===== src/hdl/wnms_pkg.sv =====
package wnms_pkg;

    localparam int SAMPLE_W     = 32;
    localparam int DIM_W        = 11;
    localparam int COORD_W      = 10;
    localparam int COUNT_W      = 21;
    localparam int CFG_IDX_W    = 2;
    localparam int WINDOW       = 7;
    localparam int HALF         = WINDOW / 2;
    localparam int LINES        = WINDOW - 1;
    localparam int MAX_WIDTH    = 1024;
    localparam int HEIGHT_LIMIT = 1024;
    localparam int ADDR_W       = $clog2(MAX_WIDTH);
    localparam int SLOT_W       = $clog2(LINES);

    localparam logic [COUNT_W-1:0] COUNT_MAX = '1;

    // configuration register indexes
    localparam logic [CFG_IDX_W-1:0] REG_THRESHOLD = 2'd0;
    localparam logic [CFG_IDX_W-1:0] REG_WIDTH     = 2'd1;
    localparam logic [CFG_IDX_W-1:0] REG_HEIGHT    = 2'd2;

    localparam logic [DIM_W-1:0] DIM_RESET = 11'd400;

    typedef logic signed [SAMPLE_W-1:0] sample_t;

    // per-item bookkeeping that travels alongside the sample
    typedef struct packed {
        logic               center_valid;
        logic [COORD_W-1:0] center_x;
        logic [COORD_W-1:0] center_y;
        logic               last;
        logic [COUNT_W-1:0] count_above;
    } wnms_meta_t;

    function automatic logic [COUNT_W-1:0] sat_inc(input logic [COUNT_W-1:0] v);
        return (v == COUNT_MAX) ? v : v + COUNT_W'(1);
    endfunction

    function automatic logic [DIM_W-1:0] clamp_dim(input logic [DIM_W-1:0] v,
                                                   input logic [DIM_W-1:0] hi);
        logic [DIM_W-1:0] r;
        if (v < DIM_W'(WINDOW)) begin
            r = DIM_W'(WINDOW);
        end else if (v > hi) begin
            r = hi;
        end else begin
            r = v;
        end
        return r;
    endfunction

endpackage


===== src/hdl/wnms_window.sv =====
module wnms_window (
    input  logic              aclk,
    input  logic              shift_en,
    input  wnms_pkg::sample_t column_i [wnms_pkg::WINDOW],
    input  wnms_pkg::sample_t threshold,
    output logic              peak
);
    import wnms_pkg::*;

    sample_t win_reg [WINDOW][WINDOW];

    always_ff @(posedge aclk) begin
        if (shift_en) begin
            for (int r = 0; r < WINDOW; r++) begin
                for (int c = 0; c < WINDOW - 1; c++) begin
                    win_reg[r][c] <= win_reg[r][c + 1];
                end
                win_reg[r][WINDOW - 1] <= column_i[r];
            end
        end
    end

    // ties keep the center, any strictly greater neighbor suppresses it
    always_comb begin
        sample_t center;
        center = win_reg[HALF][HALF];
        peak   = center > threshold;
        for (int r = 0; r < WINDOW; r++) begin
            for (int c = 0; c < WINDOW; c++) begin
                if (win_reg[r][c] > center) begin
                    peak = 1'b0;
                end
            end
        end
    end

endmodule


===== config.mk =====
export PLATFORM = sky130hd
export DESIGN_NAME = wnms_window
export DESIGN_NICKNAME = d
export VERILOG_FILES = /design/src/hdl/wnms_pkg.sv /design/src/hdl/wnms_window.sv
export SDC_FILE = /design/constraint.sdc
export NUM_CORES = 2
export LEC_CHECK = 0
export BUFFER_PORTS_ARGS = -buffer_cell sky130_fd_sc_hd__buf_2
export CAP_MARGIN = 20
export CORE_MARGIN = 10
export CORE_UTILIZATION = 40
export DETAILED_ROUTE_END_ITERATION = 10
export MAX_ROUTING_LAYER = met4
export PLACE_DENSITY = 0.64
export SLEW_MARGIN = 15
export SYNTH_ARGS = -nofsm -noshare
export SYNTH_HDL_FRONTEND = slang
export SYNTH_SLANG_ARGS = --single-unit
export TNS_END_PERCENT = 20

===== constraint.sdc =====
create_clock -name aclk -period 4.7 [get_ports aclk]
set_clock_uncertainty 0.1 [all_clocks]
set_input_delay 0.235 -clock aclk [delete_from_list [all_inputs] [get_ports aclk]]
set_output_delay 0.235 -clock aclk [all_outputs]
set_load 0.02 [all_outputs]

After elaboration in Yosys (flattened, before gate mapping)

Memories as Yosys holds them, arrays and structs flattened.
Index checks and enable logic that the tools add are counted.

Register bits: 0
RAM bits: 1,568
Input port bits: 258
Output and inout bits: 1
Memories kept: 1

Magnitude comparators: 50
Mux-type cells: 51

Memory list:

| name    | words | width | read ports | clocked after memory_dff | wr ports | RTL line          | source |
|---|---|---|---|---|---|---|---|
| win_reg | 7     | 224   | 7          | 0                        | 7        | wnms_window.sv:10 | `sample_t win_reg [WINDOW][WINDOW];` |

Operator list:

| kind                           | count |
|---|---|
| greater-than comparator 32 bit | 50 |
| 2-to-1 mux 1 bit               | 51 |

Longest topological paths before layout

An unclocked memory read counts as a cell.

Word-level depth: 51
Depth in mapped cells: 12
Depth with buffers taken out: 12

Worst setup path before layout

OpenSTA, ideal clock, no wires.

Kind: register -> output
Start point: memory win_reg[1][329] (netlist name)
End point: output port peak
Data arrival time: 4.092 ns
Setup slack: 0.273 ns
Cell stages (with the launch flop): 12
Path through: edfxtp_1 > inv_1 > ha_1 > a21o_1 > a221o_1 > a221oi_1 > nand2_1 > a2111oi_0 > xnor2_1 > o22ai_1 > or4_1 > nor4_2

RTL lines:

| item        | RTL line          | source |
|---|---|---|
| from (decl) | wnms_window.sv:10 |  |
| to (decl)   | wnms_window.sv:6  | `output logic peak` |

==> qor.csv <==
metric,value,unit
Core ar.,202100,sq um
CP Max Fanout,11,
pin count of the biggest net entering global routing,159,
Yosys cell types,69,
"top cells by count, synth","edfxtp_1 (1568), ha_1 (1568), a21oi_1 (510)",
die height,470.7,um
Fillers,16756,
Die Wd,470.7,um
minimum clock period,5244,ps
largest stage delay on the critical path,690,ps
RSZ-0062 raised after global routing,true,
I/O pin count,259,
Congestion Overflow GR,0,
area share of the largest cell type after synthesis,0.5794,
WL final,233700,um
Nets,8621,
Post-Layout Inst Area,99550,sq um
Layout Utilization,0.4926,
XOR/XNOR Fraction of Synth Area,0.002048,
CP Cell Sequence,inv_6 > buf_4 > buf_12 > buf_12 > ha_1 > nand3_1 > nand2_1 > a21o_1 > o41ai_1 > o211ai_1 > xor2_1 > a31oi_1 > a211oi_1 > nand4_1 > nor4_4 > buf_4 > buf_6,
Post-route DRC,0,
First-pass DRT Iterations,5,
vias in the first global route,56682,
dominant cells by area after synthesis,"edfxtp_1 (58%), ha_1 (24%), a21oi_1 (3.1%)",
"Setup violations, final",1,
Max-Cap Viols,0,
status,"complete, but fails checks",
crit path launch,win_reg[1][333],
post-DP HPWL,166600,um
Slew @ Worst Pin,1040,ps
first-pass GRT wire length,347700,um
post-synthesis compound-gate area fraction,0.09452,
critical path type,register to output port,
launching point of the worst reg2reg path,win_reg[1][320],
clk buf depth,3,
row count,165,
"EDFF count, synth",1568,
Worst EP arrival,4910,ps
via count,54384,
main combinational cell family by area after synthesis,adder cells,
Post-Synthesis Cells,5670,
Initial DRC Count,3974,
final antenna-violating net count,0,
Clock Latency Late Sink,830,ps
Lkg Pwr,40.82,nW
min-delay src,column_i[102],
TritonCTS clock tree,built,
Pwr Density,353.7,nW/um^2
ratio of cells with drive above 1 in the final layout,0.1377,
syn avg cell area,14.33,sq um
"Primary FF master, synth",edfxtp_1,
final hold viol count,0,
H-tree Lvls,4,
"area leader, netlist",edfxtp_1,
area grow syn2layout,22.51,%
adder-cell share of the synthesized area,0.2414,
VDD IR max,340.7,uV
Max Clk Rate,0.1907,GHz
synthesis-stage register bit count,1568,
clk slew on worst S/H paths,70,ps
sequential-to-total area share from yosys stat,0.5794,
hold_ws,37.41,ps
vias per inst,5.654,
initial antenna violation count,20,
Total Routing Usage GR,0.2119,
initial core utilization,0.4021,
clock sink count,1568,
Syn Nets,7496,
CP endpoint kind,output port,
post-synthesis cell area,81260,sq um
max reg flops,1568,
post-DR wirelength/cell,24.29,um
crit share post-route,1.116,
gpl congestion,0.9347,
CTS root buf,clkbuf_16,
"Slowest-stage cell, CP",o41ai_1,
fin. max-slew vios,0,
Worst setup SP type,register,
slew margin rel.,0.3068,
mux share of post-synthesis cell area,0.002156,
failing checks,setup timing,
CP Data Required Time,4370,ps
port buffer count,258,
die area,221600,sq um
Final WS setup,-543.6,ps
Hold Path Class,input pin to register,
CTS Buf Count,163,
post-placement cell area,88400,sq um
Yosys Warn Count,0,
Post-synth ARST share,0,
Post-Synth Simple-Gate Area,0.07394,
## routing by layer
layer  vias to the layer above  part of all wire  GRT usage
met3                       466             0.051    0.02991
met5                         -                 0          -
met1                     26935              0.41     0.2535
met2                      1664              0.48     0.3516
li1                      25319                 -          -
met4                         0             0.054     0.1041
## power by group
| part | leakage, nW | total, W | switching [W] | internal, W |
|---|---|---|---|---|
| registers | 15.3 | 0.0171 | 0.000634 | 0.0164 |
| clock network | 2.64 | 0.0133 | 0.00572 | 0.00756 |
| logic | 22.8 | 0.00484 | 0.00276 | 0.00208 |
| total | 40.8 | 0.0352 | 0.00912 | 0.0261 |
## final timing paths
path                                   endpoint  slack (ps)  cells past startpoint
worst max-delay path                       peak        -540                     17
worst min register to register  win_reg[2][219]         340                      0
worst max register to register  win_reg[1][352]        3540                      2
worst min-delay path            win_reg[1][230]          40                      2
## logic make-up after synthesis
kind of cell	Yosys count
AOI/OAI and AO/OA	1209
xor gates and xnor gates	19
adders and majority gates	1568
buffers and inverters	140
DFF	1568
muxes	17
and+or+nand+nor	1149
## cell type report
type / instances / area [sq um] / area share
sequential: 1568 / 47090 / 0.4730
antenna: 16 / 40.04 / 0.0004022
tap: 2672 / 3343 / 0.03358
multi-input combinational: 3962 / 34200 / 0.3435
timing repair buffer: 960 / 8846 / 0.08886
inverter: 140 / 608.1 / 0.006108
clock buffer: 186 / 4187 / 0.04205
clock inverter: 114 / 1245 / 0.01251
## placed cells by master, fill, tap and decap left out, types with 22 or more instances in the layout
cell | netlist | layout
nor4_1 | 32 | 26
nand3_1 | 145 | 144
clkbuf_1 | 0 | 22
nor2b_1 | 55 | 55
a21oi_1 | 510 | 508
o21ai_0 | 142 | 136
inv_1 | 140 | 109
nor2_1 | 131 | 131
buf_4 | 0 | 218
a221oi_1 | 40 | 31
buf_2 | 0 | 257
nor3_1 | 66 | 56
ha_1 | 1568 | 1567
nand2_1 | 304 | 303
and4_1 | 42 | 42
nand4_1 | 291 | 291
a21o_1 | 231 | 231
clkinv_1 | 0 | 31
o211ai_1 | 59 | 59
edfxtp_1 | 1568 | 1568
clkinv_2 | 0 | 38
a211oi_1 | 66 | 57
clkbuf_16 | 0 | 164
buf_12 | 0 | 73
dlygate4sd3_1 | 0 | 381
## stage by stage
stage | power [W] | setup slack [ps] | TNS (ps) | instances
floorplan | 0.01947 | 273.1 | 0 | 5670
global placement | 0.02141 | -1023 | -1023 | 8819
detailed placement | 0.02163 | -514.1 | -514.1 | 8821
CTS | 0.03533 | -547.8 | -547.8 | 9602
global route | 0.03657 | -730.6 | -730.6 | 9614
finish | 0.03521 | -543.6 | -543.6 | 9618
## critical path: cells and delay by family, from the launching register on
| kind | cells | cell delay (ps) |
|---|---|---|
| compound gates | 5 | 1610 |
| xor+xnor | 1 | 290 |
| fa+ha+maj | 1 | 240 |
| buf+inv | 6 | 840 |
| flops | 1 | 460 |
| simple gates | 4 | 620 |
## repair_timing
| item | CTS | global route |
|---|---|---|
| endpoints found under the setup margin | 1 | 1 |
| setup buffers | 90 | 0 |
| resized for setup | 159 | 8 |
| pin swaps | 42 | 0 |
| hold buffers | 381 | 0 |
| gates cloned | 10 | 0 |
| endpoints found under the hold margin | 309 | 0 |
No activity file was read; power rests on OpenSTA's default activity.
