===== src/hdl/wnms_pkg.sv =====
package wnms_pkg;

    localparam int SAMPLE_W     = 32;
    localparam int DIM_W        = 11;
    localparam int COORD_W      = 10;
    localparam int COUNT_W      = 21;
    localparam int CFG_IDX_W    = 2;
    localparam int WINDOW       = 7;
    localparam int HALF         = WINDOW / 2;
    localparam int LINES        = WINDOW - 1;
    localparam int MAX_WIDTH    = 1024;
    localparam int HEIGHT_LIMIT = 1024;
    localparam int ADDR_W       = $clog2(MAX_WIDTH);
    localparam int SLOT_W       = $clog2(LINES);

    localparam logic [COUNT_W-1:0] COUNT_MAX = '1;

    // configuration register indexes
    localparam logic [CFG_IDX_W-1:0] REG_THRESHOLD = 2'd0;
    localparam logic [CFG_IDX_W-1:0] REG_WIDTH     = 2'd1;
    localparam logic [CFG_IDX_W-1:0] REG_HEIGHT    = 2'd2;

    localparam logic [DIM_W-1:0] DIM_RESET = 11'd400;

    typedef logic signed [SAMPLE_W-1:0] sample_t;

    // per-item bookkeeping that travels alongside the sample
    typedef struct packed {
        logic               center_valid;
        logic [COORD_W-1:0] center_x;
        logic [COORD_W-1:0] center_y;
        logic               last;
        logic [COUNT_W-1:0] count_above;
    } wnms_meta_t;

    function automatic logic [COUNT_W-1:0] sat_inc(input logic [COUNT_W-1:0] v);
        return (v == COUNT_MAX) ? v : v + COUNT_W'(1);
    endfunction

    function automatic logic [DIM_W-1:0] clamp_dim(input logic [DIM_W-1:0] v,
                                                   input logic [DIM_W-1:0] hi);
        logic [DIM_W-1:0] r;
        if (v < DIM_W'(WINDOW)) begin
            r = DIM_W'(WINDOW);
        end else if (v > hi) begin
            r = hi;
        end else begin
            r = v;
        end
        return r;
    endfunction

endpackage


===== src/hdl/wnms_scan.sv =====
module wnms_scan (
    input  logic                          aclk,
    input  logic                          aresetn,
    input  logic                          accept,
    input  wnms_pkg::sample_t             sample,
    input  wnms_pkg::sample_t             threshold,
    input  logic [wnms_pkg::DIM_W-1:0]    image_width,
    input  logic [wnms_pkg::DIM_W-1:0]    image_height,
    output logic [wnms_pkg::ADDR_W-1:0]   col_addr,
    output logic [wnms_pkg::SLOT_W-1:0]   slot,
    output wnms_pkg::wnms_meta_t          meta
);
    import wnms_pkg::*;

    logic [COORD_W-1:0] col_reg;
    logic [COORD_W-1:0] row_reg;
    logic [SLOT_W-1:0]  slot_reg;
    logic [COUNT_W-1:0] above_reg;

    logic [DIM_W-1:0]   w_use;
    logic [DIM_W-1:0]   h_use;
    logic               col_wrap;
    logic               row_wrap;
    logic [COUNT_W-1:0] above_next;
    logic               center_ok;

    assign w_use = clamp_dim(image_width, DIM_W'(MAX_WIDTH));
    assign h_use = clamp_dim(image_height, DIM_W'(HEIGHT_LIMIT));

    // a counter at or past the last column/row wraps as if it were the last
    assign col_wrap = ({1'b0, col_reg} + DIM_W'(1)) >= w_use;
    assign row_wrap = ({1'b0, row_reg} + DIM_W'(1)) >= h_use;

    assign above_next = (sample > threshold) ? sat_inc(above_reg) : above_reg;
    assign center_ok  = (col_reg >= COORD_W'(LINES)) && (row_reg >= COORD_W'(LINES));

    always_comb begin
        meta.center_valid = center_ok;
        meta.center_x     = center_ok ? col_reg - COORD_W'(HALF) : '0;
        meta.center_y     = center_ok ? row_reg - COORD_W'(HALF) : '0;
        meta.last         = col_wrap && row_wrap;
        meta.count_above  = above_next;
    end

    assign col_addr = ADDR_W'(col_reg);
    assign slot     = slot_reg;

    always_ff @(posedge aclk) begin
        if (!aresetn) begin
            col_reg   <= '0;
            row_reg   <= '0;
            slot_reg  <= '0;
            above_reg <= '0;
        end else if (accept) begin
            if (col_wrap) begin
                col_reg <= '0;
                if (row_wrap) begin
                    row_reg   <= '0;
                    slot_reg  <= '0;
                    above_reg <= '0;
                end else begin
                    row_reg   <= row_reg + COORD_W'(1);
                    slot_reg  <= (slot_reg == SLOT_W'(LINES - 1)) ? '0 : slot_reg + SLOT_W'(1);
                    above_reg <= above_next;
                end
            end else begin
                col_reg   <= col_reg + COORD_W'(1);
                above_reg <= above_next;
            end
        end
    end

endmodule


===== config.mk =====
export PLATFORM = sky130hd
export DESIGN_NAME = wnms_scan
export DESIGN_NICKNAME = d
export VERILOG_FILES = /design/src/hdl/wnms_pkg.sv /design/src/hdl/wnms_scan.sv
export SDC_FILE = /design/constraint.sdc
export NUM_CORES = 1
export LEC_CHECK = 0
export BUFFER_PORTS_ARGS = -buffer_cell sky130_fd_sc_hd__buf_2
export CORE_MARGIN = 1
export CORE_UTILIZATION = 30
export CTS_CLUSTER_DIAMETER = 40
export CTS_CLUSTER_SIZE = 25
export DETAILED_ROUTE_END_ITERATION = 8
export GPL_ROUTABILITY_DRIVEN = 0
export PLACE_DENSITY = 0.57
export SYNTH_ARGS = -nofsm -noshare
export SYNTH_HDL_FRONTEND = slang
export SYNTH_SLANG_ARGS = --single-unit

===== constraint.sdc =====
create_clock -name aclk -period 4.1 [get_ports aclk]
set_input_delay 0.205 -clock aclk [delete_from_list [all_inputs] [get_ports aclk]]
set_output_delay 0.205 -clock aclk [all_outputs]
set_load 0.005 [all_outputs]

After elaboration in Yosys (flattened, before gate mapping)
Index checks and enable logic that the tools add are counted.
Cells by class
  add/sub/neg operators: 8
  order comparisons: 9
  reductions and logical operators: 3
  mux-type cells: 14
  equal/unequal tests: 2
Operators by type and width (number)
  $mux 21: 4
  $mux 11: 4
  $mux 10: 4
  $gt 32x32->1: 1
  $add 10x1->11 const B: 2
  $ge 11x11->1: 2
  $gt 11x11->1 const B: 2
  $lt 11x3->1 const B: 2
  $add 21x1->21 const B: 1
  $eq 21x21->1 const B: 1
  $add 10x1->10 const B: 2
  $ge 10x3->1 const B: 2
  $sub 10x2->10 const B: 2
  $mux 3: 2
  $add 3x1->3 const B: 1
  $eq 3x3->1 const B: 1
  $logic_and 1x1->1: 2
  $reduce_and 2->1: 1
Word-level totals
  output and inout bits: 56
  word-level logic and storage cells: 40
  register bits after elaboration: 44
  bits of input ports: 89

Logic depth before layout (Yosys ltp)
  depth in word-level cells: 6
  gate-level depth with buffers: 16
  depth with buffers taken out: 16

Least setup slack after synthesis
Ideal clock, no wire load.
  kind: register -> register
  start point: reg col_reg[0], in the netlist col_addr[0]
  end point: reg slot_reg[1], in the netlist slot[1]
  library setup time: 70 ps
  arrival time: 3625 ps
  slack: 405 ps
  path buffers: 1
  cell stages (with the launch flop): 15
  data required time: 4030 ps
  clock period less this slack: 3695 ps
  cells stage by stage: dfxtp_1 ha_1 and3_1 and3_1 nand3_1 xnor2_1 ha_1 and4_1 o211ai_1 o211a_2 or3b_1 buf_2 or2_1 or4b_1 a21oi_1
Between the ends
  longest elaborated chain between the ends: 3
Ends and longest elaborated chain
  start, declared: RTL line wnms_scan.sv:15  | logic [COORD_W-1:0] col_reg;
  start signal, assigned: RTL line wnms_scan.sv:67  | col_reg <= col_reg + COORD_W'(1);
  $add 10x1->11: RTL line wnms_scan.sv:31  | assign col_wrap = ({1'b0, col_reg} + DIM_W'(1)) >= w_use;
  $ge 11x11->1: RTL line wnms_scan.sv:31
  $reduce_and 2->1 (no line)
  end signal, assigned: RTL line wnms_scan.sv:63  | slot_reg <= (slot_reg == SLOT_W'(LINES - 1)) ? '0 : slot_reg + SLOT_W'(1);
  end, declared: RTL line wnms_scan.sv:17  | logic [SLOT_W-1:0] slot_reg;
Every way passes these cells.
A chain may end at the register's enable or synchronous reset.

Worst setup path in the final report
  start point: reg col_reg[1], in the netlist col_addr[1]
  end point: reg above_reg[14]
Between the ends
  longest elaborated chain between the ends: 3
Ends and longest elaborated chain
  $add 10x1->11: RTL line wnms_scan.sv:31
  $ge 11x11->1: RTL line wnms_scan.sv:31
  $mux 21: RTL line wnms_scan.sv:55  | if (col_wrap) begin
  end signal, assigned: RTL line wnms_scan.sv:64  | above_reg <= above_next;
  end signal, assigned: RTL line wnms_scan.sv:68  | above_reg <= above_next;
  end, declared: RTL line wnms_scan.sv:18  | logic [COUNT_W-1:0] above_reg;
Every way passes these cells.

==> results.txt <==
Largest cells by area after synthesis: dfxtp_1 (19%), ha_1 (16%), nor2_1 (5.6%)
Core Region: 0.01520 mm2
Mux cell area share after synthesis: 2.226%
Yosys reg bits: 44
Arrival @ worst endpoint: 4.07 ns
Area share of and/or/nand/nor cells after synthesis: 29.80%
Synth Area in XOR/XNOR: 9.013%
TritonCTS clock tree: built
Largest net degree at the start of global routing: 29
Setup WS pre-CTS: 0.1889 ns
Via count: 4744
Clock Latency Late Sink: 0.29 ns
Root Driver: clkbuf_16
CP endpoint kind: flop
Iter 0 DRT Violations: 152
Clock Pin Slew Worst Setup and Hold Paths: 0.07 ns
Chip Height: 126.7 um
CP Launch Type: flop
CTS Hold Bufs: 0
Setup violations, final: 0
Antenna viol nets, final: 0
Largest family of logic cells by synthesized area: simple AND/OR/NAND/NOR gates
Average cell area after synthesis: 7.334 um2
Placed Cells: 947
Vias in the first global route: 4268
First-pass GRT wire length: 20240 um
Post-synth ARST share: 0%
Final sum of negative setup slack: 0 ns
Row Count: 45
Die X: 126.7 um
Initial antenna violation count: 0
CTS Buffer Depth: 2
Max-Cap Viols: 0
Max-slew violation count: 0
Sequential area share after synthesis: 18.88%
Grt peak-use layer: met2
Adder-Cell Fraction of Synth Area: 15.83%
Die Footprint: 0.01605 mm2
Hold_ws: 0.4063 ns
Mapped Area: 0.004664 mm2
Pwr Density: 191.6 mW/mm2
CTS Buf Count: 5
I/O Buffers: 144
Clk sinks: 44
Yosys cell types: 64
Compound-Gate Fraction of Synth Area: 17.11%
Synthesized Nets: 784
Drt wl/cell: 12.68 um
Via density: 4.957
Worst slew pin tran: 0.7907 ns
Pre-antenna DRT Iters: 4
Unrepaired setup endpoints after global routing: no
Share of cells above drive strength 1: 24.19%
Synth top area share: 18.88%
Crit path kind: flop to flop
Leak pwr: 2.949 nW
Max reg flops: 21
Ys Warns: 0
Top cell type by total area after synthesis: dfxtp_1
WL final: 12140 um
GRT met3 Usage: 2.615%
N_diodes: 0
Design area: 0.005786 mm2
Max Fclk: 260.6 MHz
Worst VDD drop: 139.5 uV
Initial Utilization: 30.68%
NumNets Final: 916
Critical Path Max Stage Delay: 0.41 ns
Max stage delay cell, worst path: a2111oi_0
Worst path cell trace: ha_1 -> and3_1 -> and3_1 -> nand3_1 -> xnor2_1 -> ha_1 -> and4_1 -> a2111oi_0 -> o211a_2 -> buf_4 -> o41ai_2 -> buf_12 -> or4_1 -> mux2_2 -> nand3_1
Drt drc: 0
Mapped Cells: 636
IO Pins: 145
Global Route met1 Usage: 19.42%
Worst EP required: 4.33 ns
Area grow syn2layout: 24.03%
Main synth FF type: dfxtp_1
Final cell count without fillers: 957
Hpwl dp: 9514 um
Min-delay worst type: primary input to flop
Total track usage: 15.23%
Most frequent cell after synthesis: nor2_1
Synth top cells by count: nor2_1 (70), nand2_1 (61), ha_1 (59)
CP max FO: 16
Setup WS post-layout: 0.2626 ns
Final worst path period share: 93.60%
EDFF count, synth: 0
H-Tree Depth: 2
Dpl cell area: 0.005615 mm2
Min Tclk post-route: 3.837 ns
Fin. Hold Viols: 0
Rel. slew slack: 47.17%
Met2 Usage GRT: 27.20%
Overflow left after global routing: 0
Final clock skew: 0.008478 ns
Outcome: finished, final reports clean
-- logic make-up (layout without fill, tap and decap cells) --
family	after synthesis	after routing
compound gates	117	117
xor+xnor	48	48
simple gates	272	272
fa+ha+maj	59	59
flops	44	44
mux	10	10
buf+inv	86	219
-- report_power, final --
group	total [mW]	internal [mW]	switching [mW]
clock network	0.422	0.243	0.180
logic	0.249	0.115	0.134
registers	0.437	0.432	0.00558
-- path summary, 6_finish.rpt --
path / from / endpoint / slack, ns / depth (start not counted)
min: aresetn / slot[0] / 0.41 / 3
min reg2reg: slot[2] / slot[2] / 0.49 / 2
max reg2reg: col_addr[1] / above_reg[14] / 0.26 / 15
max: col_addr[1] / above_reg[14] / 0.26 / 15
-- worst max-delay path: cells and delay by family (launching register included) --
family                   cells  cell delay, ns
adder cells (fa/ha/maj)      2            0.45
AO/OA/AOI/OAI                3            0.83
multiplexers                 1            0.26
AND/OR/NAND/NOR              6            1.29
buffers and inverters        2            0.32
XOR/XNOR                     1            0.24
flip-flops                   1            0.39
-- layout by cell type, fill, tap and decap left out, types with 3 or more instances in the layout --
| master | synthesis | final |
|---|---|---|
| buf_2 | 5 | 144 |
| nor2_1 | 70 | 70 |
| nand2_1 | 61 | 61 |
| ha_1 | 59 | 59 |
| inv_1 | 49 | 49 |
| dfxtp_1 | 44 | 43 |
| a21oi_1 | 38 | 38 |
| nand3_1 | 32 | 32 |
| xnor2_1 | 26 | 26 |
| xor2_1 | 22 | 22 |
| o21ai_0 | 19 | 19 |
| o211ai_1 | 16 | 16 |
| buf_4 | 1 | 16 |
| or3_1 | 12 | 12 |
| nor3_1 | 11 | 11 |
| or4_1 | 10 | 10 |
| and3_1 | 10 | 10 |
| nand4_1 | 10 | 10 |
| nand2b_1 | 9 | 9 |
| nor4_1 | 8 | 8 |
| a21o_1 | 8 | 8 |
| mux2i_1 | 7 | 7 |
| nor2b_1 | 6 | 6 |
| and4_1 | 6 | 6 |
| nor3b_1 | 6 | 6 |
| nand3b_1 | 6 | 6 |
| clkbuf_16 | 0 | 5 |
| and2_1 | 4 | 4 |
| a31oi_1 | 3 | 3 |
| mux2_2 | 3 | 3 |
| o21a_1 | 3 | 3 |
| a211oi_1 | 3 | 3 |
-- through the flow --
stage,util [%],power [mW]
finish,38.06,1.109
global route,38.06,1.185
CTS,37.95,1.128
detailed placement,36.94,0.6965
global placement,36.94,0.6965
floorplan,-,0.6028
-- routing by layer --
layer  wire length, um  part of all wire (%)
met5                 0                     0
met2              5799                    48
met4               102                  0.84
met1              5746                    47
met3               487                   4.0
-- what timing repair did --
item	CTS	global route
buffers inserted	0	2
setup endpoints to repair	0	2
gates resized for setup	0	1
-- cell type report --
| cell class | instances | area (um2) |
|---|---|---|
| Tap cell | 188 | 235.2 |
| Sequential cell | 44 | 882.1 |
| Inverter | 50 | 187.7 |
| Timing Repair Buffer | 161 | 860.8 |
| Clock inverter | 2 | 15.01 |
| Fill cell | 1629 | 9417 |
| Clock buffer | 6 | 138.9 |
| Multi-Input combinational cell | 506 | 3466 |
Note: power is estimated with default switching activity, not from simulation.
